**src/prmq_pkg.sv**
```systemverilog
package prmq_pkg;

    typedef enum logic [1:0] {
        ST_PUSHED   = 2'd0,
        ST_POPPED   = 2'd1,
        ST_EMPTY    = 2'd2,
        ST_REJECTED = 2'd3
    } status_t;

    typedef enum logic [0:0] {
        KIND_PUSH = 1'b0,
        KIND_POP  = 1'b1
    } kind_t;

    localparam logic [0:0] REG_UPDATE_MODE = 1'b0;
    localparam logic [0:0] REG_TRANS_IN_USE = 1'b1;

    localparam logic [31:0] INIT_POTENCY = 32'd100;

    typedef enum logic [3:0] {
        S_IDLE,
        S_CHECK,
        S_ADJUST,
        S_BUB_READ,
        S_BUB_SWAP,
        S_STORE,
        S_WALK,
        S_SCAN_START,
        S_SCAN,
        S_SCAN_LAST,
        S_POP_FETCH,
        S_POP_MOVE,
        S_DONE
    } state_t;

    typedef struct packed {
        logic latch_in;
        logic check;
        logic adjust;
        logic bub_read;
        logic bub_swap;
        logic store;
        logic walk_start;
        logic walk_step;
        logic scan_start;
        logic scan_step;
        logic scan_last;
        logic pop_fetch;
        logic pop_move;
        logic load_result;
        logic [1:0] result_status;
    } ctrl_t;

    typedef struct packed {
        logic is_pop;
        logic reject;
        logic rising;
        logic changed;
        logic bub_go;
        logic walk_found;
        logic walk_fail;
        logic empty_all;
        logic scan_more;
    } stat_t;

endpackage

```
**src/prmq_ctrl.sv**
```systemverilog
module prmq_ctrl
    import prmq_pkg::*;
(
    input  logic  clk,
    input  logic  rst_n,
    input  logic  in_valid,
    output logic  in_ready,
    output logic  res_valid,
    input  logic  res_ready,
    input  stat_t stat,
    output ctrl_t ctrl
);

    state_t state_reg, state_next;
    logic res_valid_reg, res_valid_next;

    always_ff @(posedge clk or negedge rst_n)
    begin
        if (!rst_n)
        begin
            state_reg <= S_IDLE;
            res_valid_reg <= 1'b0;
        end
        else
        begin
            state_reg <= state_next;
            res_valid_reg <= res_valid_next;
        end
    end

    assign res_valid = res_valid_reg;

    always_comb
    begin
        state_next = state_reg;
        ctrl = '0;
        ctrl.result_status = ST_PUSHED;
        res_valid_next = res_valid_reg && !res_ready;
        in_ready = 1'b0;
        case (state_reg)
            S_IDLE:
            begin
                in_ready = 1'b1;
                if (in_valid)
                begin
                    ctrl.latch_in = 1'b1;
                    state_next = S_CHECK;
                end
            end
            S_CHECK:
            begin
                ctrl.check = 1'b1;
                if (stat.is_pop)
                begin
                    if (stat.empty_all)
                    begin
                        ctrl.result_status = ST_EMPTY;
                        state_next = S_DONE;
                    end
                    else
                    begin
                        ctrl.walk_start = 1'b1;
                        state_next = S_WALK;
                    end
                end
                else if (stat.reject)
                begin
                    ctrl.result_status = ST_REJECTED;
                    state_next = S_DONE;
                end
                else
                    state_next = S_ADJUST;
            end
            S_ADJUST:
            begin
                ctrl.adjust = 1'b1;
                state_next = stat.changed ? S_BUB_READ : S_STORE;
            end
            S_BUB_READ:
            begin
                ctrl.bub_read = 1'b1;
                state_next = stat.bub_go ? S_BUB_SWAP : S_STORE;
            end
            S_BUB_SWAP:
            begin
                ctrl.bub_swap = 1'b1;
                state_next = S_BUB_READ;
            end
            S_STORE:
            begin
                ctrl.store = 1'b1;
                ctrl.result_status = ST_PUSHED;
                state_next = S_DONE;
            end
            S_WALK:
            begin
                ctrl.walk_step = 1'b1;
                if (stat.walk_found)
                    state_next = S_SCAN_START;
                else if (stat.walk_fail)
                begin
                    ctrl.result_status = ST_EMPTY;
                    state_next = S_DONE;
                end
            end
            S_SCAN_START:
            begin
                ctrl.scan_start = 1'b1;
                state_next = S_SCAN;
            end
            S_SCAN:
            begin
                ctrl.scan_step = 1'b1;
                if (!stat.scan_more)
                    state_next = S_SCAN_LAST;
            end
            S_SCAN_LAST:
            begin
                ctrl.scan_last = 1'b1;
                state_next = S_POP_FETCH;
            end
            S_POP_FETCH:
            begin
                ctrl.pop_fetch = 1'b1;
                state_next = S_POP_MOVE;
            end
            S_POP_MOVE:
            begin
                ctrl.pop_move = 1'b1;
                ctrl.result_status = ST_POPPED;
                state_next = S_DONE;
            end
            S_DONE:
            begin
                if (!res_valid_reg || res_ready)
                begin
                    ctrl.load_result = 1'b1;
                    res_valid_next = 1'b1;
                    state_next = S_IDLE;
                end
            end
            default:
                state_next = S_IDLE;
        endcase
        if (state_reg != S_DONE)
        begin
            case (state_next)
                S_DONE:
                    ctrl.load_result = 1'b0;
                default:
                    ctrl.load_result = 1'b0;
            endcase
        end
    end

    assert property (@(posedge clk) disable iff (!rst_n)
        (state_reg == S_DONE && state_next == S_IDLE) |=> res_valid_reg)
        else $error("result not raised");
    assert property (@(posedge clk) disable iff (!rst_n)
        in_ready |-> state_reg == S_IDLE)
        else $error("ready outside idle");
    assert property (@(posedge clk) disable iff (!rst_n)
        (state_reg == S_BUB_SWAP) |=> state_reg == S_BUB_READ)
        else $error("swap sequence");

endmodule

```
**config.mk**
```make
export PLATFORM = sky130hd
export DESIGN_NAME = prmq_ctrl
export DESIGN_NICKNAME = d
export VERILOG_FILES = /design/src/prmq_pkg.sv /design/src/prmq_ctrl.sv
export SDC_FILE = /design/constraint.sdc
export NUM_CORES = 1
export LEC_CHECK = 0
export BUFFER_PORTS_ARGS = -buffer_cell sky130_fd_sc_hd__clkbuf_2
export CAP_MARGIN = 20
export CORE_MARGIN = 2
export CORE_UTILIZATION = 37
export CTS_CLUSTER_SIZE = 40
export DETAILED_ROUTE_END_ITERATION = 7
export HOLD_SLACK_MARGIN = 0.12
export PLACE_DENSITY = 0.73
export REMOVE_ABC_BUFFERS = 1
export SKIP_CTS_REPAIR_TIMING = 1
export SLEW_MARGIN = 5
export SYNTH_ARGS = -nofsm -noshare
export SYNTH_HDL_FRONTEND = slang
export SYNTH_SLANG_ARGS = --single-unit
```
**constraint.sdc**
```tcl
create_clock -name clk -period 1.5 [get_ports clk]
set_clock_uncertainty 0.05 [all_clocks]
set_input_delay 0.15 -clock clk [delete_from_list [all_inputs] [get_ports clk]]
set_output_delay 0.15 -clock clk [all_outputs]
set_load 0.02 [all_outputs]
```
==> flow_metrics.env <==
export IMPL_status="finished, violations left"
export IMPL_violations="negative setup slack"
export IMPL_top_layer_used="met4"
export IMPL_vdd_drop_max_uv=1420
export IMPL_p_leak_nw=0.504
export IMPL_final_util_pct=76.6
export IMPL_rsz0062_at_grt="true"
export IMPL_drt_pass1_iterations=4
export IMPL_worstHoldPathCells=3
export IMPL_ys_warn_count=0
export IMPL_min_period_ns=1.79
export IMPL_cts_tree="built"
export IMPL_dp_cells=126
export IMPL_die_h_um=42.0
export IMPL_power_per_cell_area_mw_per_mm2=2210
export IMPL_via_count=758
export IMPL_die_area_sq_mm=0.00176
export IMPL_max_cap_violations=0
export IMPL_synth_top_flop_cell="dfrtp_1"
export IMPL_layoutNonFillerInstCount=136
export IMPL_ant_nets=0
export IMPL_synth_seq_cells=5
export IMPL_syn_area_sq_um=533
export IMPL_maxSlewViolCount=0
export IMPL_wl_met1_um=890
export IMPL_vias_per_cell=5.57
export IMPL_routed_wirelength_um=2200
export IMPL_yosysTopAreaCellShare_pct=23.5
export IMPL_grt_max_degree=10
export IMPL_grt_pass1_wl_um=2480
export IMPL_path_max_fanout=5
export IMPL_r2r_slack_ns=-0.05
export IMPL_cts_made_buffers=3
export IMPL_grt_overflow=0
export IMPL_finalNetCount=135
export IMPL_critPathKind="reg -> out"
export IMPL_dr_wl_met3_um=82
export IMPL_grt_pass1_vias=620
export IMPL_clk_latency_ns=0.27
export IMPL_start_kind="flip-flop"
export IMPL_cp_data_required_time_ns=1.30
export IMPL_wl_met2_um=1140
export IMPL_gp_congestion=0.830
export IMPL_hp_class="in -> reg"
export IMPL_hold_viol=0
export IMPL_dieWidth_um=42.0
export IMPL_htree_levels=1
export IMPL_tightest_slew_ns=0.256
export IMPL_syn_to_final_growth_pct=89.4
export IMPL_drt_drc_violations_left=0
export IMPL_hpwl_um=1180
export IMPL_cts_root_buffer="clkbuf_4"
export IMPL_portBuffers=29
export IMPL_reg2reg_to="state_reg[1]"
export IMPL_min_delay_start="stat[2]"
export IMPL_antennaDiodeCount=0
export IMPL_grt_usage_pct=17.4
export IMPL_core_sq_mm=0.00132
export IMPL_yosysSeqAreaShare_pct=23.5
export IMPL_fin_ws_ns=-0.295
export IMPL_syn_avg_cell_area_sq_um=7.30
export IMPL_r2r_cells=4
export IMPL_worst_slew_margin_rel_pct=82.9
export IMPL_fin_tns_setup_ns=-1.33
export IMPL_synth_top_cell_by_area="dfrtp_1"
export IMPL_min_to="state_reg[1]"
export IMPL_setup_viol=11
export IMPL_cp_arrival_ns=1.59
export IMPL_end_kind="output port"
export IMPL_num_io_pins=31
export IMPL_async_flop_share_pct=100
export IMPL_rows=13
export IMPL_synth_edf_count=0
export IMPL_wire_per_inst_um=16.2
export IMPL_synth_area_leaders="dfrtp_1, nor2_1, mux2i_1, nand2b_1, nor3_1"
export IMPL_reg2reg_from="state_reg[1]"
export IMPL_cts_sink_count=5
export IMPL_syn_inst=73
export IMPL_drtIter0Drc=9
export IMPL_nFillCells=97
export IMPL_start_util_pct=40.5
export IMPL_largest_reg_flops=4
export IMPL_period_share_pct=120
export IMPL_path_clk_slew_ns=0.06
export IMPL_yosysUniqueCellTypes=32
export IMPL_whs_ns=0.191
export IMPL_fmax_ghz=0.557
export IMPL_antenna_found_initial=0
export IMPL_cts_max_path_buffers=2
export IMPL_drive_gt1_share_pct=63.6
layout by cell type, fill, tap and decap left out, types with 2 or more instances in the layout:
| cell type | synthesis | final |
|---|---|---|
| clkbuf_2 | 0 | 16 |
| inv_1 | 3 | 3 |
| buf_6 | 0 | 5 |
| nand2_1 | 5 | 4 |
| nor2_2 | 0 | 3 |
| dfrtp_2 | 0 | 4 |
| o21a_1 | 2 | 2 |
| nand2b_1 | 5 | 2 |
| a21oi_1 | 4 | 4 |
| nor3b_2 | 0 | 2 |
| nand2b_4 | 1 | 4 |
| nor3_2 | 0 | 4 |
| buf_4 | 0 | 26 |
| nor2_1 | 12 | 8 |
| mux2i_1 | 4 | 4 |
| clkbuf_4 | 0 | 3 |
worst max path at each step:
stage,from,endpoint,depth (start not counted),slack (ns)
6_report,state_reg[1],ctrl[0],5,-0.29
5_1_grt,state_reg[1],ctrl[0],5,-0.32
4_1_cts,state_reg[3],ctrl[15],4,-0.27
3_5_place_dp,state_reg[0],state_reg[3],4,-0.03
3_3_place_gp,state_reg[0],state_reg[3],4,0.0001
2_1_floorplan,state_reg[3],ctrl[15],2,-0.43
logic make-up (layout without fill, tap and decap cells):
family,after synthesis,count (layout),share of synthesized area (%)
compound gates,15,15,20.0
buf+inv,8,56,6.34
flops,5,5,23.5
mux,4,4,7.51
simple gates,41,41,42.7
report_power, final:
group,internal (mW),switching [mW]
clock network,0.102,0.0772
registers,0.212,0.129
logic,0.843,0.865
through the flow:
stage          total power, mW  cell area (sq um)  setup WS [ns]
2_1_floorplan             1.02                510         -0.429
3_3_place_gp              1.55                779       0.000140
3_5_place_dp              1.57                779        -0.0283
4_1_cts                   1.73                806         -0.272
5_1_grt                   2.36               1010         -0.324
6_report                  2.23               1010         -0.295
cells in the mapped netlist, types with 2 or more instances:
cell and number:
nor2b_1 2, nor3_1 5, nor2_1 12, inv_1 3
nand2b_1 5, a21oi_1 4, nor3b_1 3, o21a_1 2
buf_2 3, nand2_1 5, dfrtp_1 5, mux2i_1 4
metal layers:
| layer | track usage, % | vias to the layer above |
|---|---|---|
| li1 | - | 359 |
| met1 | 20.9 | 362 |
| met2 | 32.2 | 27 |
| met3 | 1.30 | 10 |
| met4 | 5.81 | 0 |
| met5 | 0 | - |
worst max-delay path, cell delays in order, from the launching register on:
cell	delay [ns]
dfrtp_2	0.43
nand2b_4	0.15
or3_4	0.37
nor2_2	0.10
a21o_1	0.16
buf_6	0.12
layout make-up:
type	instances	area, sq um	share of cell area (%)
Multi-Input combinational cell	60	477	47.2
Timing Repair Buffer	49	347	34.3
Sequential cell	5	130	12.9
Clock buffer	4	26.3	2.60
Tap cell	15	18.8	1.86
Inverter	3	11.3	1.12
No activity file was read; power rests on OpenSTA's default activity.
